**src/rtl/core/lbac_pkg.sv**
```systemverilog
// Shared constants, codes and types of the lagged bit autocorrelation block.
package lbac_pkg;

  localparam int MAX_LAG     = 256;
  localparam int COUNT_WIDTH = 32;

  localparam int KIND_W   = 2;
  localparam int LAG_W    = 9;
  localparam int CNT_O_W  = 32;
  localparam int CORR_W   = 33;
  localparam int CFG_W    = 32;
  localparam int PADDR_W  = 3;
  localparam int REG_IDX_W = PADDR_W - 2;

  localparam int IDX_W = $clog2(MAX_LAG);
  localparam int GRP_W = IDX_W / 2;
  localparam int HI_W  = IDX_W - GRP_W;
  localparam int GRP   = 1 << GRP_W;
  localparam int NGRP  = 1 << HI_W;

  localparam int EXT_W = (COUNT_WIDTH + 2 > CORR_W) ? COUNT_WIDTH + 2 : CORR_W;
  localparam int CMP_W = (COUNT_WIDTH > CFG_W) ? COUNT_WIDTH : CFG_W;

  localparam logic [CFG_W-1:0] PAIR_FLOOR_RST = 32'd1000;

  localparam logic [KIND_W-1:0] KIND_DATA  = 2'd0;
  localparam logic [KIND_W-1:0] KIND_READ  = 2'd1;
  localparam logic [KIND_W-1:0] KIND_CLEAR = 2'd2;

  localparam logic [REG_IDX_W-1:0] REG_PAIR_FLOOR = 1'b0;

  typedef logic [COUNT_WIDTH-1:0] count_t;

  typedef struct packed {
    logic step;
    logic new_bit;
    logic last;
    logic clear;
  } lbac_ctrl_t;

endpackage

```
**src/rtl/core/lbac_cell.sv**
```systemverilog
// One lag cell: history bit, in-sequence flag and the two saturating counters.
module lbac_cell (
  input  logic                 clk,
  input  logic                 rst_n,
  input  lbac_pkg::lbac_ctrl_t ctrl,
  input  logic                 hist_in,
  input  logic                 seq_in,
  output logic                 hist_o,
  output logic                 seq_o,
  output lbac_pkg::count_t     diff_o,
  output lbac_pkg::count_t     pair_o
);
  import lbac_pkg::*;

  logic   hist_r, hist_nxt;
  logic   seq_r, seq_nxt;
  count_t diff_r, diff_nxt;
  count_t pair_r, pair_nxt;

  always_comb begin
    hist_nxt = hist_r;
    seq_nxt  = seq_r;
    diff_nxt = diff_r;
    pair_nxt = pair_r;
    if (ctrl.step) begin
      if (seq_r) begin
        if (!(&pair_r)) pair_nxt = pair_r + 1'b1;
        if ((ctrl.new_bit != hist_r) && !(&diff_r)) diff_nxt = diff_r + 1'b1;
      end
      hist_nxt = hist_in;
      seq_nxt  = seq_in && !ctrl.last;
    end
    if (ctrl.clear) begin
      diff_nxt = '0;
      pair_nxt = '0;
    end
  end

  always_ff @(posedge clk) begin
    if (!rst_n) begin
      hist_r <= 1'b0;
      seq_r  <= 1'b0;
      diff_r <= '0;
      pair_r <= '0;
    end else begin
      hist_r <= hist_nxt;
      seq_r  <= seq_nxt;
      diff_r <= diff_nxt;
      pair_r <= pair_nxt;
    end
  end

  assign hist_o = hist_r;
  assign seq_o  = seq_r;
  assign diff_o = diff_r;
  assign pair_o = pair_r;

endmodule

```
**config.mk**
```make
export PLATFORM = sky130hd
export DESIGN_NAME = lbac_cell
export DESIGN_NICKNAME = d
export VERILOG_FILES = /design/src/rtl/core/lbac_pkg.sv /design/src/rtl/core/lbac_cell.sv
export SDC_FILE = /design/constraint.sdc
export NUM_CORES = 1
export LEC_CHECK = 0
export ABC_AREA = 0
export BUFFER_PORTS_ARGS = -buffer_cell sky130_fd_sc_hd__buf_2
export CAP_MARGIN = 25
export CORE_AREA = 2 2 97 99
export CTS_BUF_LIST = sky130_fd_sc_hd__clkbuf_2 sky130_fd_sc_hd__clkbuf_4 sky130_fd_sc_hd__clkbuf_8
export DETAILED_ROUTE_END_ITERATION = 7
export DIE_AREA = 0 0 99 101
export PLACE_DENSITY = 0.56
export SETUP_SLACK_MARGIN = 0.5
export SLEW_MARGIN = 0
export SYNTH_ARGS = -nofsm -noshare
export SYNTH_HDL_FRONTEND = slang
export SYNTH_SLANG_ARGS = --single-unit
```
**constraint.sdc**
```tcl
create_clock -name clk -period 5.4 [get_ports clk]
set_clock_uncertainty 0.05 [all_clocks]
set_input_delay 0.27 -clock clk [delete_from_list [all_inputs] [get_ports clk]]
set_output_delay 0.27 -clock clk [all_outputs]
set_load 0.05 [all_outputs]
```
Word level (Yosys, flattened, before mapping)

Cells that the tools add are included.

Output and inout port bits: 66
Bits in registers: 66
Input bits: 8
Word-level logic and storage cells: 18

Bitwise gates (word level): 2
Equality and inequality tests: 1
Add/subtract/negate cells: 2
Reduce and logical (&&, ||, !) cells: 9

Operators by type and width:

| kind                                                             | count |
|---|---|
| 32-bit by 1-bit adder with 32-bit output (second input constant) | 2 |
| 32-bit AND reduction                                             | 2 |
| 3-bit AND reduction                                              | 2 |
| 1-bit logical AND                                                | 2 |
| 1-bit zero test                                                  | 2 |
| 1-bit NOT                                                        | 2 |
| 2-bit OR reduction                                               | 1 |
| 1-bit != test                                                    | 1 |

Logic depth before layout (Yosys ltp)

Depth in word-level cells: 4
Gate-level depth with buffers: 9
Depth with buffers taken out: 6

Worst setup path before layout

No wires, ideal clock.

Kind: register -> register
Start point: register pair_r[0] (netlist: pair_o[0])
End point: register pair_r[6] (netlist: pair_o[6])
Required time: 5.280 ns
Library setup time: 0.070 ns
Period minus slack after synthesis: 2.567 ns
Stages on the path, launching flop included: 10
Path slack: 2.833 ns
Arrival time: 2.447 ns
Path through: dfxtp_1 ha_1 clkbuf_1 nand3_1 or4_4 o21ai_4 buf_6 buf_6 o21ai_1 a21oi_1

Cells in the longest elaborated chain, start to end: 3
Elaborated cells between the ends (all ways): 4
Those cells by class: add/sub: 1; bitwise: 1; reduce/logical: 2

RTL lines:

| item                                                                                             | RTL line        | RTL |
|---|---|---|
| start, declared                                                                                  | lbac_cell.sv:18 | `count_t pair_r, pair_nxt;` |
| start signal, assigned                                                                           | lbac_cell.sv:49 | `pair_r <= pair_nxt;` |
| parallel branches: the longest is 3 deep, another holds 32-bit by 1-bit adder with 32-bit output | -               |  |

Parallel ways; which one is timed is not known.
A chain may end at the register's enable or synchronous reset.

Final worst setup path

Start point: register pair_r[0] (netlist: pair_o[0])
End point: register pair_r[11] (netlist: pair_o[11])

Same word-level chain as after synthesis.

==> results_dict.tcl <==
set metrics [dict create \
    status "finished, final reports clean" \
    finalSetupTns_ns 0 \
    drv_cap 0 \
    layout_min_cycle_time_ns 2.44 \
    slew_violations 0 \
    setup_violations 0 \
    io_pins 74 \
    start_kind "flip-flop" \
    final_common_cell "buf_2" \
    seq_power_share_pct 51.2 \
    crit_chain "ha_1 > nand3_1 > or4_4 > o21ai_4 > or4_1 > a21oi_1" \
    final_nets 493 \
    drt_first_pass_iters 4 \
    cp_slowest_cell "o21ai_4" \
    routed_via_density 5.76 \
    routed_wl_um 9680 \
    avgRoutedWirePerCell_um 16.2 \
    synthArstFlopShare_pct 0 \
    worstReg2RegStart "pair_o[0]" \
    start_util_pct 38.6 \
    post_cts_resized 0 \
    worstSetupEndpointType "flip-flop" \
    cts_buffers 9 \
    ctsHoldBuffers 0 \
    max_freq_mhz 410 \
    hold_viol 0 \
    synth_cell_types 48 \
    die_h_um 101 \
    rows 35 \
    fillers 944 \
    syn2layout_area_growth_pct 17.6 \
    synth.avg_cell_area_um2 8.32 \
    arrival_ns 2.59 \
    rsz0062_at_grt "no" \
    cts.clk_slew.worst_paths_ns 0.07 \
    insertedDiodeCount 0 \
    power.combinational.fraction_pct 2.9 \
    max_stage_delay_ns 0.53 \
    synth-edff-count 0 \
    cp_max_fo 24 \
    cp-startpoint "pair_o[0]" \
    core-area_mm2 0.00898 \
    required_ns 5.56 \
    ff_latch_area_mm2 0.00132 \
    gp_congestion 0.801 \
    cts_setup_buffers 0 \
    power_frac_clock_pct 45.9 \
    swShare_pct 23.4 \
    synth_area_mm2 0.00346 \
    synth_nets 426 \
    yosys_warnings 0 \
    vdd_drop_max_v 0.000104 \
    detail-route-antenna-nets 0 \
    tritoncts "yes" \
    hold_start "rst_n" \
    track_usage_pct 19.6 \
    drt-initial-drc-count 119 \
    dpl.cell_count 582 \
    grt_max_degree 59 \
    relSlewSlack_pct 46.0 \
    instances_no_fill 599 \
    critPathKind "reg2reg" \
    cts.path.max_buffers 2 \
    grt_pass1_wl_um 15900 \
    vias 3451 \
    internal-power_w 0.000730 \
    htreeDepth 3 \
    drive_gt1_share_pct 21.9 \
    p_per_area_mw_per_mm2 234 \
    numClockSinks 66 \
    ys_ff_latch 66 \
    grt_pass1_vias 3188 \
    multi_input_area_mm2 0.00200 \
    hold_path_class "in2reg" \
    grt_overflow 0 \
    die_x_um 99 \
    die_area_mm2 0.0100 \
    ys.flop_type "dfxtp_1" \
    power_leakage_nw 1.47 \
    cts_root_buffer "clkbuf_8" \
    worst_slew_pin_slew_ns 0.802 \
    clk_latency_ns 0.35 \
    layout_common_cells "74 x buf_2, 66 x dfxtp_1, 38 x a21oi_1" \
    ys_seq_area_share_pct 38.2 \
    postSynthCellCount 416 \
    dp.final_hpwl_um 6670 \
    period_share_pct 45.1 \
    drc 0 \
    antenna_found_initial 0 \
    portBuffers 73 \
    switchingPower_w 0.000223 \
]
cells in the mapped netlist, types with 5 or more instances:
library cell	count	area share [%]
nand2_1	34	3.7
clkbuf_1	10	1.1
nand3_1	21	3.0
o211ai_1	5	1.1
o31ai_1	7	1.5
o21ai_0	22	3.2
buf_6	5	1.6
dfxtp_1	66	38
and4_1	8	2.0
nor4_1	11	2.0
inv_1	5	0.54
or4_1	11	2.4
o21ai_1	5	0.72
and2_1	6	1.1
nand4_1	26	4.7
a211oi_1	6	1.3
a31o_2	5	1.3
nor2_1	28	3.0
xnor2_1	14	3.5
or3_1	28	5.1
nor3_1	7	1.0
a21oi_1	38	5.5
layout make-up:
class / count / area share, %
multi-input cells: 325 / 49.2
flip-flops and latches: 66 / 32.5
repair buffers: 76 / 9.47
clock buffers: 11 / 3.72
well taps: 111 / 3.41
clock inverters: 5 / 1.29
inverters: 5 / 0.461
critical path, delay by kind of cell, from the launching register on:
kind | cells | cell delay, ns
and+or+nand+nor | 3 | 0.90
AOI/OAI and AO/OA | 2 | 0.59
DFF | 1 | 0.41
adders and majority gates | 1 | 0.35
power by group through the flow:
stage	registers [W]	clock network (W)	logic [W]
2_1_floorplan	0.000502	0	0.0000157
3_3_place_gp	0.000499	0	0.0000280
3_5_place_dp	0.000499	0	0.0000282
4_1_cts	0.000488	0.000445	0.0000281
5_1_grt	0.000488	0.000466	0.0000301
6_report	0.000488	0.000437	0.0000277
stage by stage:
step | worst slack (ns) | hold WS, ns | total power (W) | cell area [µm²] | util [%]
floorplan | 2.83 | 0.342 | 0.000518 | 3460 | -
global placement | 2.77 | 0.435 | 0.000527 | 3860 | 43.0
detailed placement | 2.76 | 0.442 | 0.000528 | 3860 | 43.0
CTS | 2.75 | 0.115 | 0.000961 | 4070 | 45.3
global route | 2.77 | 0.137 | 0.000984 | 4070 | 45.3
finish | 2.96 | 0.129 | 0.000953 | 4070 | 45.3
per-layer routing:
layer	wire (µm)	GRT usage, %	vias up
li1	-	-	1713
met1	4420	24.6	1652
met2	4670	32.7	69
met3	402	4.44	17
met4	191	7.80	0
met5	0	0	-
worst paths after layout:
check,end,slack (ns),cells past startpoint
min,seq_o,0.13,2
max reg2reg,pair_o[11],2.96,6
min reg2reg,diff_o[25],0.45,2
max,pair_o[11],2.96,6
registers in the layout (all words and copies together) (netlist names):
name / count
diff_o: 32
pair_o: 32
hist_o: 1
seq_o: 1
cells by family (layout without fill, tap and decap cells):
kind of cell | count (synthesis) | count (layout) | share of synthesized area, %
adder cells (fa/ha/maj) | 2 | 2 | 0.723
flip-flops | 66 | 66 | 38.2
XOR/XNOR | 17 | 17 | 4.30
AO/OA/AOI/OAI | 102 | 102 | 18.2
multiplexers | 2 | 2 | 0.578
AND/OR/NAND/NOR | 202 | 202 | 33.9
buffers and inverters | 25 | 97 | 4.05
Power figures use the tool's default switching activity.
